## src/rtl/lfo_wg_pkg.sv

```systemverilog
// shared types, constants and helper functions of the lfo waveform generator
package lfo_wg_pkg;

    // default sizes handed to the top level parameters
    localparam int PHASE_BITS_DEF = 32;
    localparam int OUT_BITS_DEF   = 16;

    // quarter-wave sine resolution (power of two)
    localparam int SINE_TABLE_DEPTH = 256;
    localparam int SINE_IDX_BITS    = $clog2(SINE_TABLE_DEPTH);

    // configuration port
    localparam int CFG_IDX_W  = 3;
    localparam int CFG_DATA_W = 32;

    localparam logic [CFG_IDX_W-1:0] REG_PHASE_INC   = 3'd0;
    localparam logic [CFG_IDX_W-1:0] REG_DEPTH_TGT   = 3'd1;
    localparam logic [CFG_IDX_W-1:0] REG_START_PHASE = 3'd2;
    localparam logic [CFG_IDX_W-1:0] REG_WAVE_SHAPE  = 3'd3;
    localparam logic [CFG_IDX_W-1:0] REG_TRIG_SYNC   = 3'd4;
    localparam logic [CFG_IDX_W-1:0] REG_BIPOLAR     = 3'd5;
    localparam logic [CFG_IDX_W-1:0] REG_RANDOM_SEED = 3'd6;

    // wave shape codes
    localparam logic [2:0] SHAPE_SINE     = 3'd0;
    localparam logic [2:0] SHAPE_TRIANGLE = 3'd1;
    localparam logic [2:0] SHAPE_SAW      = 3'd2;
    localparam logic [2:0] SHAPE_SQUARE   = 3'd3;
    localparam logic [2:0] SHAPE_RANDOM   = 3'd4;
    localparam logic [2:0] SHAPE_SMOOTH   = 3'd5;

    // register reset values
    localparam logic [30:0] PHASE_INC_RST = 31'd1118481;
    localparam logic [15:0] DEPTH_FULL    = 16'd32768;
    localparam logic [31:0] LFSR_RST      = 32'd1;

    // depth smoothing, Q1.23 state
    localparam int          DEPTH_W    = 24;
    localparam logic [31:0] DEPTH_COEF = 32'd655;

    // random generator
    localparam logic [31:0] LFSR_MASK       = 32'h8020_0003;
    localparam int          LFSR_STEPS_CYC  = 4;

    // shared counter, covers four polynomial terms and the lfsr draw steps
    localparam int         CNT_W    = 2;
    localparam logic [1:0] CNT_LAST = 2'd3;

    // Q30 work values
    localparam int                POLY_W  = 33;
    localparam int                ARG_W   = 30;
    localparam logic signed [32:0] POLY_C4 = 33'sd172272;

    function automatic logic signed [POLY_W-1:0] poly_coef(input logic [CNT_W-1:0] idx);
        logic signed [POLY_W-1:0] c;
        case (idx)
            2'd0:    c = -33'sd5026995;
            2'd1:    c = 33'sd85569306;
            2'd2:    c = -33'sd693598668;
            default: c = 33'sd1686629713;
        endcase
        return c;
    endfunction

    // one galois shift
    function automatic logic [31:0] lfsr_step(input logic [31:0] v);
        logic [31:0] s;
        s = {1'b0, v[31:1]};
        if (v[0]) begin
            s = s ^ LFSR_MASK;
        end
        return s;
    endfunction

    typedef enum logic [4:0] {
        ST_IDLE,
        ST_DEPTH_MUL,
        ST_DEPTH_WB,
        ST_SETUP,
        ST_X2_MUL,
        ST_X2_WB,
        ST_POLY_MUL,
        ST_POLY_WB,
        ST_SIN_MUL,
        ST_SIN_WB,
        ST_SINE_FIN,
        ST_SQ_MUL,
        ST_SQ_WB,
        ST_MIX_MUL,
        ST_MIX_WB,
        ST_OUT_MUL,
        ST_OUT_WB,
        ST_DRAW,
        ST_DONE
    } t_state;

    typedef enum logic [2:0] {
        MUL_NONE,
        MUL_DEPTH,
        MUL_X2,
        MUL_POLY,
        MUL_SIN,
        MUL_SQ,
        MUL_MIX,
        MUL_OUT
    } t_mul_sel;

    typedef enum logic [3:0] {
        WB_NONE,
        WB_DEPTH,
        WB_X2,
        WB_POLY,
        WB_SIN,
        WB_SINE_FIN,
        WB_SQ,
        WB_MIX,
        WB_OUT
    } t_wb_sel;

    typedef struct packed {
        logic             trig;
        logic             setup;
        t_mul_sel         mul_sel;
        t_wb_sel          wb_sel;
        logic [CNT_W-1:0] cnt;
        logic             draw_step;
        logic             draw_last;
        logic             load_out;
    } t_dp_cmd;

    typedef struct packed {
        logic [2:0] wave_shape;
        logic       wrap;
        logic       out_free;
    } t_dp_status;

endpackage

```

## src/rtl/lfo_wg_ctrl.sv

```systemverilog
// sequencer that steps one sample through the shared multiplier datapath
module lfo_wg_ctrl (
    input  logic                    i_clk,
    input  logic                    i_rst_n,
    input  logic                    i_in_valid,
    output logic                    o_in_ready,
    input  lfo_wg_pkg::t_dp_status  i_status,
    output lfo_wg_pkg::t_dp_cmd     o_cmd
);

    lfo_wg_pkg::t_state r_state, n_state;
    logic [lfo_wg_pkg::CNT_W-1:0] r_cnt, n_cnt;
    logic shape_poly, shape_draw;

    assign shape_poly = i_status.wave_shape inside {lfo_wg_pkg::SHAPE_SINE,
                                                    lfo_wg_pkg::SHAPE_SMOOTH};
    assign shape_draw = i_status.wave_shape inside {lfo_wg_pkg::SHAPE_RANDOM,
                                                    lfo_wg_pkg::SHAPE_SMOOTH};

    always_ff @(posedge i_clk) begin
        if (!i_rst_n) begin
            r_state <= lfo_wg_pkg::ST_IDLE;
            r_cnt   <= '0;
        end else begin
            r_state <= n_state;
            r_cnt   <= n_cnt;
        end
    end

    // loop counter, back at zero after each four-pass loop
    always_comb begin
        n_cnt = r_cnt;
        if (r_state == lfo_wg_pkg::ST_POLY_WB || r_state == lfo_wg_pkg::ST_DRAW) begin
            n_cnt = r_cnt + 1'b1;
        end
    end

    always_comb begin
        n_state = r_state;
        case (r_state)
            lfo_wg_pkg::ST_IDLE: begin
                if (i_in_valid) begin
                    n_state = lfo_wg_pkg::ST_DEPTH_MUL;
                end
            end
            lfo_wg_pkg::ST_DEPTH_MUL: n_state = lfo_wg_pkg::ST_DEPTH_WB;
            lfo_wg_pkg::ST_DEPTH_WB:  n_state = lfo_wg_pkg::ST_SETUP;
            lfo_wg_pkg::ST_SETUP: begin
                n_state = shape_poly ? lfo_wg_pkg::ST_X2_MUL : lfo_wg_pkg::ST_OUT_MUL;
            end
            lfo_wg_pkg::ST_X2_MUL:    n_state = lfo_wg_pkg::ST_X2_WB;
            lfo_wg_pkg::ST_X2_WB:     n_state = lfo_wg_pkg::ST_POLY_MUL;
            lfo_wg_pkg::ST_POLY_MUL:  n_state = lfo_wg_pkg::ST_POLY_WB;
            lfo_wg_pkg::ST_POLY_WB: begin
                n_state = (r_cnt == lfo_wg_pkg::CNT_LAST) ? lfo_wg_pkg::ST_SIN_MUL
                                                          : lfo_wg_pkg::ST_POLY_MUL;
            end
            lfo_wg_pkg::ST_SIN_MUL:   n_state = lfo_wg_pkg::ST_SIN_WB;
            lfo_wg_pkg::ST_SIN_WB: begin
                n_state = (i_status.wave_shape == lfo_wg_pkg::SHAPE_SINE)
                        ? lfo_wg_pkg::ST_SINE_FIN : lfo_wg_pkg::ST_SQ_MUL;
            end
            lfo_wg_pkg::ST_SINE_FIN:  n_state = lfo_wg_pkg::ST_OUT_MUL;
            lfo_wg_pkg::ST_SQ_MUL:    n_state = lfo_wg_pkg::ST_SQ_WB;
            lfo_wg_pkg::ST_SQ_WB:     n_state = lfo_wg_pkg::ST_MIX_MUL;
            lfo_wg_pkg::ST_MIX_MUL:   n_state = lfo_wg_pkg::ST_MIX_WB;
            lfo_wg_pkg::ST_MIX_WB:    n_state = lfo_wg_pkg::ST_OUT_MUL;
            lfo_wg_pkg::ST_OUT_MUL:   n_state = lfo_wg_pkg::ST_OUT_WB;
            lfo_wg_pkg::ST_OUT_WB: begin
                n_state = (i_status.wrap && shape_draw) ? lfo_wg_pkg::ST_DRAW
                                                        : lfo_wg_pkg::ST_DONE;
            end
            lfo_wg_pkg::ST_DRAW: begin
                if (r_cnt == lfo_wg_pkg::CNT_LAST) begin
                    n_state = lfo_wg_pkg::ST_DONE;
                end
            end
            lfo_wg_pkg::ST_DONE: begin
                if (i_status.out_free) begin
                    n_state = lfo_wg_pkg::ST_IDLE;
                end
            end
            default: n_state = lfo_wg_pkg::ST_IDLE;
        endcase
    end

    always_comb begin
        o_in_ready      = 1'b0;
        o_cmd           = '0;
        o_cmd.mul_sel   = lfo_wg_pkg::MUL_NONE;
        o_cmd.wb_sel    = lfo_wg_pkg::WB_NONE;
        o_cmd.cnt       = r_cnt;
        case (r_state)
            lfo_wg_pkg::ST_IDLE: begin
                o_in_ready = 1'b1;
                o_cmd.trig = i_in_valid;
            end
            lfo_wg_pkg::ST_DEPTH_MUL: o_cmd.mul_sel = lfo_wg_pkg::MUL_DEPTH;
            lfo_wg_pkg::ST_DEPTH_WB:  o_cmd.wb_sel  = lfo_wg_pkg::WB_DEPTH;
            lfo_wg_pkg::ST_SETUP:     o_cmd.setup   = 1'b1;
            lfo_wg_pkg::ST_X2_MUL:    o_cmd.mul_sel = lfo_wg_pkg::MUL_X2;
            lfo_wg_pkg::ST_X2_WB:     o_cmd.wb_sel  = lfo_wg_pkg::WB_X2;
            lfo_wg_pkg::ST_POLY_MUL:  o_cmd.mul_sel = lfo_wg_pkg::MUL_POLY;
            lfo_wg_pkg::ST_POLY_WB:   o_cmd.wb_sel  = lfo_wg_pkg::WB_POLY;
            lfo_wg_pkg::ST_SIN_MUL:   o_cmd.mul_sel = lfo_wg_pkg::MUL_SIN;
            lfo_wg_pkg::ST_SIN_WB:    o_cmd.wb_sel  = lfo_wg_pkg::WB_SIN;
            lfo_wg_pkg::ST_SINE_FIN:  o_cmd.wb_sel  = lfo_wg_pkg::WB_SINE_FIN;
            lfo_wg_pkg::ST_SQ_MUL:    o_cmd.mul_sel = lfo_wg_pkg::MUL_SQ;
            lfo_wg_pkg::ST_SQ_WB:     o_cmd.wb_sel  = lfo_wg_pkg::WB_SQ;
            lfo_wg_pkg::ST_MIX_MUL:   o_cmd.mul_sel = lfo_wg_pkg::MUL_MIX;
            lfo_wg_pkg::ST_MIX_WB:    o_cmd.wb_sel  = lfo_wg_pkg::WB_MIX;
            lfo_wg_pkg::ST_OUT_MUL:   o_cmd.mul_sel = lfo_wg_pkg::MUL_OUT;
            lfo_wg_pkg::ST_OUT_WB:    o_cmd.wb_sel  = lfo_wg_pkg::WB_OUT;
            lfo_wg_pkg::ST_DRAW: begin
                o_cmd.draw_step = 1'b1;
                o_cmd.draw_last = (r_cnt == lfo_wg_pkg::CNT_LAST);
            end
            lfo_wg_pkg::ST_DONE:      o_cmd.load_out = i_status.out_free;
            default: ;
        endcase
    end

endmodule

```

## src/rtl/lfo_wg_dp.sv

```systemverilog
// datapath: config and oscillator state, shared multiplier, wave shaping, output register
module lfo_wg_dp #(
    parameter int PHASE_BITS = lfo_wg_pkg::PHASE_BITS_DEF,
    parameter int OUT_BITS   = lfo_wg_pkg::OUT_BITS_DEF
) (
    input  logic                                i_clk,
    input  logic                                i_rst_n,
    input  logic                                i_cfg_we,
    input  logic [lfo_wg_pkg::CFG_IDX_W-1:0]    i_cfg_index,
    input  logic [lfo_wg_pkg::CFG_DATA_W-1:0]   i_cfg_data,
    input  logic                                i_retrigger,
    input  lfo_wg_pkg::t_dp_cmd                 i_cmd,
    output lfo_wg_pkg::t_dp_status              o_status,
    input  logic                                i_out_ready,
    output logic                                o_out_valid,
    output logic signed [OUT_BITS-1:0]          o_lfo_value,
    output logic                                o_cycle_start
);

    localparam int SH = 39 - OUT_BITS;
    localparam int YW = OUT_BITS + 3;
    localparam int YE = YW + 1;
    localparam int IB = lfo_wg_pkg::SINE_IDX_BITS;

    localparam logic signed [41:0]   Y_RND = 42'sd1 <<< (SH - 1);
    localparam logic signed [YE-1:0] Y_TOP = {{(YE-OUT_BITS){1'b0}}, 1'b1,
                                              {(OUT_BITS-1){1'b0}}};
    localparam logic signed [YE-1:0] Y_MAX = Y_TOP - 1'b1;
    localparam logic signed [YE-1:0] Y_MIN = -Y_TOP;

    // configuration
    logic [30:0] r_phase_inc;
    logic [15:0] r_depth_tgt;
    logic [15:0] r_start_phase;
    logic [2:0]  r_wave_shape;
    logic        r_trig_sync;
    logic        r_bipolar;

    // oscillator state
    logic [PHASE_BITS-1:0]              r_phase;
    logic [lfo_wg_pkg::DEPTH_W-1:0]     r_sdepth;
    logic signed [15:0]                 r_held;
    logic signed [15:0]                 r_next;
    logic [31:0]                        r_lfsr;

    // work registers
    logic [lfo_wg_pkg::ARG_W-1:0]       r_arg;
    logic signed [lfo_wg_pkg::POLY_W-1:0] r_poly;
    logic signed [lfo_wg_pkg::POLY_W-1:0] r_x2;
    logic signed [17:0]                 r_wave;
    logic [1:0]                         r_quad;
    logic [63:0]                        r_prod_mag;
    logic                               r_prod_neg;
    logic signed [YW-1:0]               r_y;
    logic                               r_wrap;

    // output register
    logic                               r_out_valid;
    logic signed [OUT_BITS-1:0]         r_out_value;
    logic                               r_out_cycle;

    function automatic logic [31:0] mag33(input logic signed [32:0] v);
        logic [32:0] a;
        a = v[32] ? 33'(-v) : 33'(v);
        return a[31:0];
    endfunction

    // depth target and smoothing step direction
    logic [15:0]                    depth_clamp;
    logic [lfo_wg_pkg::DEPTH_W-1:0] tgt, dep_diff, dep_step;
    logic                           tgt_ge;
    logic [34:0]                    dstep_sum;

    assign depth_clamp = (r_depth_tgt > lfo_wg_pkg::DEPTH_FULL) ? lfo_wg_pkg::DEPTH_FULL
                                                                : r_depth_tgt;
    assign tgt       = {depth_clamp, 8'b0};
    assign tgt_ge    = (tgt >= r_sdepth);
    assign dep_diff  = tgt_ge ? (tgt - r_sdepth) : (r_sdepth - tgt);
    assign dstep_sum = r_prod_mag[34:0] + 35'd32768;
    assign dep_step  = {5'b0, dstep_sum[34:16]};

    // phase views
    logic [PHASE_BITS+31:0] ph_wide;
    logic [31:0]            ph32;
    logic [PHASE_BITS+30:0] inc_wide;
    logic [PHASE_BITS-2:0]  inc;
    logic [PHASE_BITS:0]    phase_sum;
    logic [PHASE_BITS+15:0] start_wide;
    logic [PHASE_BITS-1:0]  start_ph;

    assign ph_wide    = {r_phase, 32'b0};
    assign ph32       = ph_wide[PHASE_BITS+31 -: 32];
    assign inc_wide   = {r_phase_inc, {PHASE_BITS{1'b0}}};
    assign inc        = inc_wide[PHASE_BITS+30:32];
    assign phase_sum  = {1'b0, r_phase} + {2'b0, inc};
    assign start_wide = {r_start_phase, {PHASE_BITS{1'b0}}};
    assign start_ph   = start_wide[PHASE_BITS+15:16];

    // table argument of the quarter-wave sine, mirrored in odd quadrants
    logic [IB-1:0]                 sine_idx;
    logic [lfo_wg_pkg::ARG_W-1:0]  sine_arg;

    assign sine_idx = ph32[30] ? ~ph32[29 -: IB] : ph32[29 -: IB];
    assign sine_arg = {sine_idx, 1'b1, {(29-IB){1'b0}}};

    // shapes that need no multiplier
    logic [16:0]        tri_t;
    logic signed [18:0] tri_s, tri_v;
    logic signed [17:0] tri_w, simple_wave;

    assign tri_t = ph32[31:15];
    assign tri_s = $signed({2'b0, tri_t});

    always_comb begin
        if (tri_t < 17'd32768) begin
            tri_v = tri_s;
        end else if (tri_t < 17'd98304) begin
            tri_v = 19'sd65536 - tri_s;
        end else begin
            tri_v = tri_s - 19'sd131072;
        end
        tri_w = (tri_v > 19'sd32767) ? 18'sd32767 : tri_v[17:0];
    end

    always_comb begin
        case (r_wave_shape)
            lfo_wg_pkg::SHAPE_TRIANGLE: simple_wave = tri_w;
            lfo_wg_pkg::SHAPE_SAW: begin
                simple_wave = $signed({{2{~ph32[31]}}, ~ph32[31], ph32[30:16]});
            end
            lfo_wg_pkg::SHAPE_SQUARE:   simple_wave = ph32[31] ? -18'sd32768 : 18'sd32767;
            lfo_wg_pkg::SHAPE_RANDOM:   simple_wave = {{2{r_held[15]}}, r_held};
            default:                    simple_wave = 18'sd0;
        endcase
    end

    // shared multiplier operand select, sign-magnitude
    logic [31:0]        mul_a, mul_b;
    logic               mul_neg;
    logic signed [16:0] rnd_diff;
    logic [63:0]        prod_c;

    assign rnd_diff = {r_next[15], r_next} - {r_held[15], r_held};

    always_comb begin
        mul_a   = '0;
        mul_b   = '0;
        mul_neg = 1'b0;
        case (i_cmd.mul_sel)
            lfo_wg_pkg::MUL_DEPTH: begin
                mul_a = {8'b0, dep_diff};
                mul_b = lfo_wg_pkg::DEPTH_COEF;
            end
            lfo_wg_pkg::MUL_X2: begin
                mul_a = {2'b0, r_arg};
                mul_b = {2'b0, r_arg};
            end
            lfo_wg_pkg::MUL_POLY: begin
                mul_a   = mag33(r_poly);
                mul_b   = mag33(r_x2);
                mul_neg = r_poly[32] ^ r_x2[32];
            end
            lfo_wg_pkg::MUL_SIN: begin
                mul_a   = mag33(r_poly);
                mul_b   = {2'b0, r_arg};
                mul_neg = r_poly[32];
            end
            lfo_wg_pkg::MUL_SQ: begin
                mul_a = mag33(r_poly);
                mul_b = mag33(r_poly);
            end
            lfo_wg_pkg::MUL_MIX: begin
                mul_a   = mag33({{16{rnd_diff[16]}}, rnd_diff});
                mul_b   = mag33(r_x2);
                mul_neg = rnd_diff[16] ^ r_x2[32];
            end
            lfo_wg_pkg::MUL_OUT: begin
                mul_a   = mag33({{15{r_wave[17]}}, r_wave});
                mul_b   = {8'b0, r_sdepth};
                mul_neg = r_wave[17];
            end
            default: ;
        endcase
    end

    assign prod_c = mul_a * mul_b;

    // Q30 rounding of the registered product, on the magnitude
    logic [63:0]                          q30_sum;
    logic signed [lfo_wg_pkg::POLY_W-1:0] q30;

    assign q30_sum = r_prod_mag + 64'h2000_0000;
    assign q30 = r_prod_neg ? -$signed({1'b0, q30_sum[61:30]})
                            : $signed({1'b0, q30_sum[61:30]});

    // sine table entry from the polynomial, clamped, then quadrant sign
    logic [32:0]        s_clip;
    logic [33:0]        s_rnd;
    logic [15:0]        s_mag;
    logic signed [17:0] sine_val;

    assign s_clip   = r_poly[32] ? 33'd0 : r_poly;
    assign s_rnd    = {1'b0, s_clip} + 34'd16384;
    assign s_mag    = (s_rnd[33:15] > 19'd32767) ? 16'd32767 : s_rnd[30:15];
    assign sine_val = r_quad[1] ? -$signed({2'b0, s_mag}) : $signed({2'b0, s_mag});

    // smooth random blend
    logic signed [17:0] mix_val;

    assign mix_val = {{2{r_held[15]}}, r_held} + q30[17:0];

    // output scaling and rounding
    logic signed [41:0] out_ps, out_rs;

    assign out_ps = r_prod_neg ? -$signed({1'b0, r_prod_mag[40:0]})
                               : $signed({1'b0, r_prod_mag[40:0]});
    assign out_rs = out_ps + Y_RND;

    // unipolar map and saturation at the output register
    logic signed [YE-1:0] y_ext, y_uni, y_uni_c, y_sel, y_sat;

    assign y_ext   = {r_y[YW-1], r_y};
    assign y_uni   = y_ext + Y_TOP;
    assign y_uni_c = y_uni[YE-1] ? '0 : y_uni;
    assign y_sel   = r_bipolar ? y_ext : $signed({1'b0, y_uni_c[YE-1:1]});
    assign y_sat   = (y_sel > Y_MAX) ? Y_MAX : ((y_sel < Y_MIN) ? Y_MIN : y_sel);

    // four lfsr shifts per draw cycle
    logic [31:0] lfsr_nx;

    always_comb begin
        lfsr_nx = r_lfsr;
        for (int k = 0; k < lfo_wg_pkg::LFSR_STEPS_CYC; k++) begin
            lfsr_nx = lfo_wg_pkg::lfsr_step(lfsr_nx);
        end
    end

    // configuration and oscillator state
    always_ff @(posedge i_clk) begin
        if (!i_rst_n) begin
            r_phase_inc   <= lfo_wg_pkg::PHASE_INC_RST;
            r_depth_tgt   <= lfo_wg_pkg::DEPTH_FULL;
            r_start_phase <= '0;
            r_wave_shape  <= lfo_wg_pkg::SHAPE_SINE;
            r_trig_sync   <= 1'b0;
            r_bipolar     <= 1'b1;
            r_phase       <= '0;
            r_sdepth      <= {lfo_wg_pkg::DEPTH_FULL, 8'b0};
            r_held        <= '0;
            r_next        <= '0;
            r_lfsr        <= lfo_wg_pkg::LFSR_RST;
            r_out_valid   <= 1'b0;
        end else begin
            if (i_cfg_we) begin
                case (i_cfg_index)
                    lfo_wg_pkg::REG_PHASE_INC:   r_phase_inc   <= i_cfg_data[30:0];
                    lfo_wg_pkg::REG_DEPTH_TGT:   r_depth_tgt   <= i_cfg_data[15:0];
                    lfo_wg_pkg::REG_START_PHASE: r_start_phase <= i_cfg_data[15:0];
                    lfo_wg_pkg::REG_WAVE_SHAPE:  r_wave_shape  <= i_cfg_data[2:0];
                    lfo_wg_pkg::REG_TRIG_SYNC:   r_trig_sync   <= i_cfg_data[0];
                    lfo_wg_pkg::REG_BIPOLAR:     r_bipolar     <= i_cfg_data[0];
                    lfo_wg_pkg::REG_RANDOM_SEED: begin
                        r_lfsr <= (i_cfg_data == '0) ? lfo_wg_pkg::LFSR_RST : i_cfg_data;
                    end
                    default: ;
                endcase
            end

            if (i_cmd.trig && i_retrigger && r_trig_sync) begin
                r_phase  <= start_ph;
                r_held   <= '0;
                r_next   <= '0;
                r_sdepth <= tgt;
            end

            if (i_cmd.wb_sel == lfo_wg_pkg::WB_DEPTH) begin
                r_sdepth <= tgt_ge ? (r_sdepth + dep_step) : (r_sdepth - dep_step);
            end

            if (i_cmd.wb_sel == lfo_wg_pkg::WB_OUT) begin
                r_phase <= phase_sum[PHASE_BITS-1:0];
            end

            if (i_cmd.draw_step) begin
                r_lfsr <= lfsr_nx;
                if (i_cmd.draw_last) begin
                    if (r_wave_shape == lfo_wg_pkg::SHAPE_SMOOTH) begin
                        r_held <= r_next;
                        r_next <= $signed(lfsr_nx[15:0]);
                    end else begin
                        r_held <= $signed(lfsr_nx[15:0]);
                    end
                end
            end

            if (i_cmd.load_out) begin
                r_out_valid <= 1'b1;
            end else if (i_out_ready) begin
                r_out_valid <= 1'b0;
            end
        end
    end

    // work registers and output payload
    always_ff @(posedge i_clk) begin
        if (i_cmd.mul_sel != lfo_wg_pkg::MUL_NONE) begin
            r_prod_mag <= prod_c;
            r_prod_neg <= mul_neg;
        end

        if (i_cmd.setup) begin
            r_arg  <= (r_wave_shape == lfo_wg_pkg::SHAPE_SMOOTH) ? ph32[31:2] : sine_arg;
            r_quad <= ph32[31:30];
            r_poly <= lfo_wg_pkg::POLY_C4;
            r_wave <= simple_wave;
        end

        case (i_cmd.wb_sel)
            lfo_wg_pkg::WB_X2:       r_x2   <= q30;
            lfo_wg_pkg::WB_POLY:     r_poly <= lfo_wg_pkg::poly_coef(i_cmd.cnt) + q30;
            lfo_wg_pkg::WB_SIN:      r_poly <= q30;
            lfo_wg_pkg::WB_SINE_FIN: r_wave <= sine_val;
            lfo_wg_pkg::WB_SQ:       r_x2   <= q30;
            lfo_wg_pkg::WB_MIX:      r_wave <= mix_val;
            lfo_wg_pkg::WB_OUT: begin
                r_y    <= $signed(out_rs[41:SH]);
                r_wrap <= phase_sum[PHASE_BITS];
            end
            default: ;
        endcase

        if (i_cmd.load_out) begin
            r_out_value <= y_sat[OUT_BITS-1:0];
            r_out_cycle <= r_wrap;
        end
    end

    assign o_status.wave_shape = r_wave_shape;
    assign o_status.wrap       = phase_sum[PHASE_BITS];
    assign o_status.out_free   = !r_out_valid || i_out_ready;

    assign o_out_valid   = r_out_valid;
    assign o_lfo_value   = r_out_value;
    assign o_cycle_start = r_out_cycle;

endmodule

```

## src/rtl/lfo_waveform_generator_unit.sv

```systemverilog
// top level of the low-frequency oscillator: sequencer plus shared-multiplier datapath
//
// One input item is one sample tick. Its retrigger bit restarts the oscillator (phase to
// start_phase, both random values to zero, depth smoothing to the target) when trigger_sync
// is set. The tick then moves the smoothed depth one step toward depth_target, forms the
// wave value of the current phase, scales it by the smoothed depth, optionally maps it to
// unipolar, and advances the phase by phase_increment; one result item carries the value
// and a flag that the phase wrapped. Every multiplication of the tick goes through one
// registered 32x32 multiplier, each product in a multiply and a writeback state, so the
// cost per item depends on the shape: triangle, saw, square and random hold need only
// the depth and output products, sine adds the odd polynomial over the quarter wave,
// smooth random the same polynomial plus the squared blend, and a wrap that draws a
// random value adds the draw states (16 lfsr shifts, four per cycle). A finished result
// sits in an output register, so a new tick is taken while it waits; only the next
// result waits for that register to free. Configuration writes take effect at once and
// belong between ticks; a seed write also loads the lfsr (zero is taken as one).
module lfo_waveform_generator_unit #(
    parameter int PHASE_BITS = lfo_wg_pkg::PHASE_BITS_DEF,
    parameter int OUT_BITS   = lfo_wg_pkg::OUT_BITS_DEF
) (
    input  logic                                i_clk,
    input  logic                                i_rst_n,
    // configuration write port
    input  logic                                i_cfg_we,
    input  logic [lfo_wg_pkg::CFG_IDX_W-1:0]    i_cfg_index,
    input  logic [lfo_wg_pkg::CFG_DATA_W-1:0]   i_cfg_data,
    // sample tick items
    input  logic                                i_in_valid,
    output logic                                o_in_ready,
    input  logic                                i_retrigger,
    // result items
    output logic                                o_out_valid,
    input  logic                                i_out_ready,
    output logic signed [OUT_BITS-1:0]          o_lfo_value,
    output logic                                o_cycle_start
);

    lfo_wg_pkg::t_dp_cmd    cmd;
    lfo_wg_pkg::t_dp_status status;

    // sequencer: walks each tick through depth step, wave build, scaling and draw
    lfo_wg_ctrl u_ctrl (
        .i_clk      (i_clk),
        .i_rst_n    (i_rst_n),
        .i_in_valid (i_in_valid),
        .o_in_ready (o_in_ready),
        .i_status   (status),
        .o_cmd      (cmd)
    );

    // datapath: registers, the shared multiplier and the output register
    lfo_wg_dp #(
        .PHASE_BITS (PHASE_BITS),
        .OUT_BITS   (OUT_BITS)
    ) u_dp (
        .i_clk         (i_clk),
        .i_rst_n       (i_rst_n),
        .i_cfg_we      (i_cfg_we),
        .i_cfg_index   (i_cfg_index),
        .i_cfg_data    (i_cfg_data),
        .i_retrigger   (i_retrigger),
        .i_cmd         (cmd),
        .o_status      (status),
        .i_out_ready   (i_out_ready),
        .o_out_valid   (o_out_valid),
        .o_lfo_value   (o_lfo_value),
        .o_cycle_start (o_cycle_start)
    );

endmodule

```

## config.mk

```make
export PLATFORM = sky130hd
export DESIGN_NAME = lfo_waveform_generator_unit
export DESIGN_NICKNAME = d
export VERILOG_FILES = /design/src/rtl/lfo_wg_pkg.sv /design/src/rtl/lfo_wg_ctrl.sv /design/src/rtl/lfo_wg_dp.sv /design/src/rtl/lfo_waveform_generator_unit.sv
export SDC_FILE = /design/constraint.sdc
export NUM_CORES = 2
export LEC_CHECK = 0
export ABC_AREA = 1
export BUFFER_PORTS_ARGS = -buffer_cell sky130_fd_sc_hd__buf_2
export CAP_MARGIN = 20
export CELL_PAD_IN_SITES_DETAIL_PLACEMENT = 0
export CELL_PAD_IN_SITES_GLOBAL_PLACEMENT = 1
export CORE_UTILIZATION = 50
export DETAILED_ROUTE_END_ITERATION = 8
export PLACE_DENSITY = 0.93
export SLEW_MARGIN = 20
export SYNTH_ARGS = -nofsm -noshare
export SYNTH_HDL_FRONTEND = slang
export SYNTH_SLANG_ARGS = --single-unit
export TNS_END_PERCENT = 30
```

## constraint.sdc

```tcl
create_clock -name i_clk -period 11.55 [get_ports i_clk]
set_input_delay 2.31 -clock i_clk [delete_from_list [all_inputs] [get_ports i_clk]]
set_output_delay 2.31 -clock i_clk [all_outputs]
set_load 0.005 [all_outputs]
```

# Word-level counts from Yosys, hierarchy flattened
# Cells that the tools add are included.
[totals]
reg_bits = 412
input_bits = 41
output_inout_bits = 19
elab_cells = 218
[op_classes]
addsub = 23
multipliers = 1
n_lt_le_gt_ge = 8
eq_ne = 50
muxes = 68
bitwise = 8
n_reduce_logical = 34
[ops]
columns = ["operator", "count"]
rows = [
  ["$mux 32", 15],
  ["$pmux 32 s5", 2],
  ["$mux 16", 11],
  ["$mux 33", 3],
  ["$pmux 33 s3", 1],
  ["$mux 24", 4],
  ["$pmux 5 s18", 1],
  ["$mux 18", 4],
  ["$pmux 18 s4", 1],
  ["$pmux 33 s2", 1],
  ["$neg 32->32", 2],
  ["$add 62x30->62 const B", 1],
  ["$mul 32x32->62", 1],
  ["$mux 19", 3],
  ["$sub 24x24->24", 2],
  ["$add 42x24->42 const B", 1],
  ["$mux 42", 1],
  ["$neg 41->42", 1],
  ["$eq 5x4->1 const B", 8],
  ["$pmux 18 s2", 1],
  ["$add 35x16->35 const B", 1],
  ["$add 33x15->34 const B", 1],
  ["$add 32x31->33", 1],
  ["$add 33x33->33", 1],
  ["other kinds (62)", 124],
]

# Logic depth before layout (Yosys ltp)
[depth]
depth_word = 11
mapped_depth = 54
depth_no_buf = 51

# Modules after synthesis
# A second synthesis with hierarchy kept.
[hier_totals]
cells_unflattened = 8649
area_unflattened_um2 = 65008.6
[modules_own_cells]
columns = ["module", "n_inst", "cells_each", "area_each_um2", "seq_area_each_um2"]
rows = [
  ["lfo_wg_dp", 1, 8535, 64315.4, 10239.8],
  ["lfo_wg_ctrl", 1, 114, 693.2, 140.1],
]

# Worst setup path before layout
# Ideal clock, no wire load.
[synth_path]
path_kind = "register -> register"
from = "register u_dp.r_depth_tgt[8]"
to = "register u_dp.r_prod_mag[49], data pin"
setup_ns = 0.269
arrival_time_ns = 9.710
setup_slack_ns = 1.571
path_stages_with_launch = 51
synth_period_minus_slack_ns = 9.979
cell_sequence = "dfxtp_1 > nor4_1 > nand4_1 > nand2_1 > clkbuf_1 > nand2_1 > inv_1 > ha_1 > a21oi_1 > o21a_1 > o221ai_1 > nand2_1 > nand3_1 > buf_4 > buf_2 > nand2_1 > o21ai_0 > or2_2 > [... 15 more ...] > fa_1 > inv_1 > fa_1 > inv_1 > ha_1 > nand2_1 > nor2_1 > inv_1 > o21ai_0 > nand3_1 > o211ai_1 > a21oi_1 > o21ai_0 > nand2_1 > nand2_1 > a21boi_0 > o31ai_1 > xor2_1"
[synth_between]
elab_chain_cells = 6
word_cells_on_any_way = 8
[synth_lines]
columns = ["element", "line", "rtl"]
rows = [
  ["from (decl)", "lfo_wg_dp.sv:33", "logic [15:0] r_depth_tgt;"],
  ["from (signal assigned)", "lfo_wg_dp.sv:242", "r_depth_tgt <= lfo_wg_pkg::DEPTH_FULL;"],
  ["from (signal assigned)", "lfo_wg_dp.sv:257", "lfo_wg_pkg::REG_DEPTH_TGT: r_depth_tgt <= i_cfg_data[15:0];"],
  ["$gt 16x16->1", "lfo_wg_dp.sv:74", "assign depth_clamp = (r_depth_tgt > lfo_wg_pkg::DEPTH_FULL) ? lfo_wg_pkg::DEPTH_FULL"],
  ["$mux 16 (*)", "lfo_wg_dp.sv:74", ""],
  ["$sub 24x24->24 or $ge 24x24->1 (tied branches)", "lfo_wg_dp.sv:78, lfo_wg_dp.sv:77", ""],
  ["$mux 24 (*)", "lfo_wg_dp.sv:78", "assign dep_diff = tgt_ge ? (tgt - r_sdepth) : (r_sdepth - tgt);"],
  ["$pmux 32 s5 (*)", "lfo_wg_dp.sv:149", "case (i_cmd.mul_sel)"],
  ["$mul 32x32->62 (*)", "lfo_wg_dp.sv:186", "assign prod_c = mul_a * mul_b;"],
  ["net u_dp.prod_c[49]", "lfo_wg_dp.sv:141", "logic [63:0] prod_c;"],
  ["to (signal assigned)", "lfo_wg_dp.sv:307", "r_prod_mag <= prod_c;"],
  ["to (decl)", "lfo_wg_dp.sv:52", "logic [63:0] r_prod_mag;"],
]
# The timed path passes the listed nets; every way through them passes the cells marked *.
# A chain may end at the register's enable or synchronous reset.

# Final worst setup path
[layout_path]
from = "register u_dp.r_next[0]"
to = "register u_dp.r_prod_mag[49], data pin"
[layout_between]
elab_chain_cells = 5
[layout_lines]
columns = ["element", "line", "rtl"]
rows = [
  ["from (decl)", "lfo_wg_dp.sv:43", "logic signed [15:0] r_next;"],
  ["from (signal assigned)", "lfo_wg_dp.sv:289", "r_next <= $signed(lfsr_nx[15:0]);"],
  ["$sub 16x16->17 (*)", "lfo_wg_dp.sv:143", "assign rnd_diff = {r_next[15], r_next} - {r_held[15], r_held};"],
  ["$neg 17->32", "lfo_wg_dp.sv:64", "a = v[32] ? 33'(-v) : 33'(v);"],
  ["$mux 32 (*)", "lfo_wg_dp.sv:64", ""],
  ["$pmux 32 s5 (*)", "lfo_wg_dp.sv:149", ""],
  ["$mul 32x32->62 (*)", "lfo_wg_dp.sv:186", ""],
  ["net u_dp.prod_c[49]", "lfo_wg_dp.sv:141", ""],
]
# Marks and branches as above.

==> run metrics <==
run status=finished clean; Synth Cell Area=0.0652 sq mm; vias in the first global route=58,500; Non-Filler Instances=10,500; highest-count cells in the layout ignoring fill and taps=1,841 x inv_1, 1,662 x nand2_1, 1,029 x nor2_1; global routing's busiest layer=met2; Finished Core Util=54.0%; worst rel slew slack=19.4%; Final ANT Viol Nets=0; unrepaired setup endpoints after global routing=yes; hold_buf cts=0; CTS Sinks=411; Routed WL per cell=22.2 um; H-tree Lvls=2; ys async rst share=0%; combinational power share=69.4%; crit-path max cell delay=0.58 ns; IO Pins=60; Sw Ratio=56.9%; power density over the cells=185 mW/mm^2; Final Slew Violations=0; initial core utilization=50.4%; Worst R2R Setup Slack=0.45 ns; minimum clock period after layout=11.10 ns; Yosys warning count=0; Root Buffer=clkbuf_16; largest cells by area after synthesis=fa_1 28%, inv_1 11%, edfxtp_1 9.9%, nand2_1 9.6%, ha_1 8.0%; Core ar.=0.129 sq mm; routed vias=59,100; Startpoint Class=flip-flop; M2 GR Usage=55.9%; Net Count, Synth=10,100; Die ar.=0.132 sq mm; Cell Area, Placed=0.0679 sq mm; Clk pwr share=13.2%; met3 track demand over resource=8.49%; worst hold margin=0.470 ns; EDFF count, synth=215; GR Layer Usage met1=46.8%; antenna violations before repair=4; fraction of layout cells with a size suffix above 1=6.52%; Clock Skew=0.0550 ns; Final Hold Vio Count=0; Die Y=363 um; # rows=132; Synth Register Bits=411; Syn Inst Count=8,709; CTS tree=yes; die width=363 um; remaining global-route overflow=0; Worst-Margin Slew=1.21 ns; Psw=7.36 mW; post-route design area=0.0699 sq mm; Max FO, Critical Path=16; DRT Wirelength=233,000 um; Num CTS Buffers=51; Layout fillers=12,400; Flop pwr share=17.4%; fmax=90.1 MHz; CP arrival=11.43 ns; commonest non-fill, non-tap cell in the layout=inv_1; nets=10,100; max-capacitance violation count=0; Mean Syn Cell Area=7.49 sq um; required time of the critical path=11.89 ns; Port Buffers=59; Pre-antenna DRT Iters=7; first-pass GRT wire length=356,000 um; largest net degree at the start of global routing=64; CP most frequent cell=fa_1; GRT Total Usage=35.6%; CTS max path bufs=3; Worst Setup End Kind=flip-flop; Initial DRC Count=6,165; Setup violations, final=0; register area share after synthesis=15.9%; Placed Instances=10,400; Distinct cells, synth=79; Pint=5.57 mW; clock transition at the registers of the reported paths=0.07 ns; drt via density=5.63; clock latency on the worst-skew pair=0.65 ns; Pleak=34.5 nW; worst vdd ir=0.157 mV; Setup CP Type=flip-flop to flip-flop; predominant post-synthesis flop cell=edfxtp_1; HP Class=flip-flop to flip-flop; setup TNS=0 ns; Area Growth Syn to Fin=7.24%; RD Place Congestion=1.05; Tcrit/Tclk final=96.1%; area share of the largest cell type after synthesis=27.7%; area leader, netlist=fa_1; slowest stage cell, crit path=fa_1; DRC errors left=0; Post-DP HPWL=193,000 um
==> metal layers <==
layer	wire [um]	share of wire (%)
met5	7	0.0030
met2	104000	44
met3	24700	11
met4	11900	5.1
met1	92900	40
==> state kept, by name (all words and copies together) (netlist names), 2 cells and up <==
| signal | flops |
|---|---|
| u_dp.r_prod_mag | 62 |
| u_dp.r_poly | 33 |
| u_dp.r_x2 | 33 |
| u_dp.ph32 | 32 |
| u_dp.r_lfsr | 32 |
| u_dp.inc | 31 |
| u_dp.r_arg | 30 |
| u_dp.r_sdepth | 24 |
| u_dp.r_y | 19 |
| u_dp.r_wave | 18 |
| u_dp.o_lfo_value | 16 |
| u_dp.r_depth_tgt | 16 |
| u_dp.r_held | 16 |
| u_dp.r_next | 16 |
| u_dp.r_start_phase | 16 |
| u_ctrl.r_state | 5 |
| u_dp.r_wave_shape | 3 |
| u_ctrl.r_cnt | 2 |
==> synth_stat cells (27+ instances only) <==
library cell / instances
nand3_1: 288
nor2_1: 1043
nand2_1: 1669
inv_1: 1845
inv_2: 27
nor3_1: 63
fa_1: 901
buf_2: 79
clkbuf_1: 207
o211ai_1: 49
dfxtp_1: 196
a31oi_1: 64
o22ai_1: 32
ha_1: 415
o21ai_0: 351
nor4_1: 36
or2_2: 39
a21oi_1: 428
edfxtp_1: 215
xnor2_1: 93
nand4_1: 68
xor2_1: 188
==> what timing repair did <==
action                                  4_1_cts  5_1_grt
resized for setup                             2       41
endpoints found under the setup margin        1       28
setup buffers                                 0        6
pin swaps                                     0        1
==> area by class of cell <==
type,count,area [sq um],area share (%)
Tap cell,1742,2180,3.12
Multi-Input combinational cell,6094,46600,66.7
Clock buffer,68,1440,2.06
Sequential cell,411,10400,14.8
Clock inverter,27,318,0.455
Inverter,1889,7120,10.2
Timing Repair Buffer,263,1870,2.67
Antenna cell,1,2.50,0.00358
==> power by group through the flow <==
stage	logic [mW]	registers (mW)	clock network [mW]
after detailed placement	8.64	2.26	0
after global routing	9.74	2.26	1.77
after floorplan	5.66	2.10	0
after global placement	8.58	2.25	0
after CTS	8.70	2.23	1.73
final	8.98	2.24	1.71
==> final timing paths <==
path | to | start | cells after the start
worst min register to register | u_dp.ph32[0] | u_dp.ph32[0] | 2
worst max-delay path | u_dp.r_prod_mag[49] | u_dp.r_next[0] | 44
worst max register to register | u_dp.r_prod_mag[49] | u_dp.r_next[0] | 44
worst min-delay path | u_dp.ph32[0] | u_dp.ph32[0] | 2
==> kinds of logic after synthesis <==
kind of cell    after synthesis  synth area share [%]
flops                       411                  15.9
mux                           3                0.0461
xor+xnor                    282                  3.80
compound gates             1169                  10.5
buf+inv                    2204                  13.0
simple gates               3324                  21.2
fa+ha+maj                  1316                  35.6
==> worst max-delay path, delay by kind of cell, from the launching register on <==
kind                       cells  cell delay, ns
adders and majority gates     11            5.24
AOI/OAI and AO/OA              9            1.55
DFF                            1            0.36
buffers and inverters         11            1.26
xor gates and xnor gates       2            0.47
and+or+nand+nor               11            1.87
==> per-stage QoR <==
stage,power [mW],worst slack (ns)
6_report,12.9,0.452
5_1_grt,13.8,-0.0946
4_1_cts,12.7,0.135
3_5_place_dp,10.9,0.0831
3_3_place_gp,10.8,0.200
2_1_floorplan,7.77,1.57
Note: power is estimated with default switching activity, not from simulation.
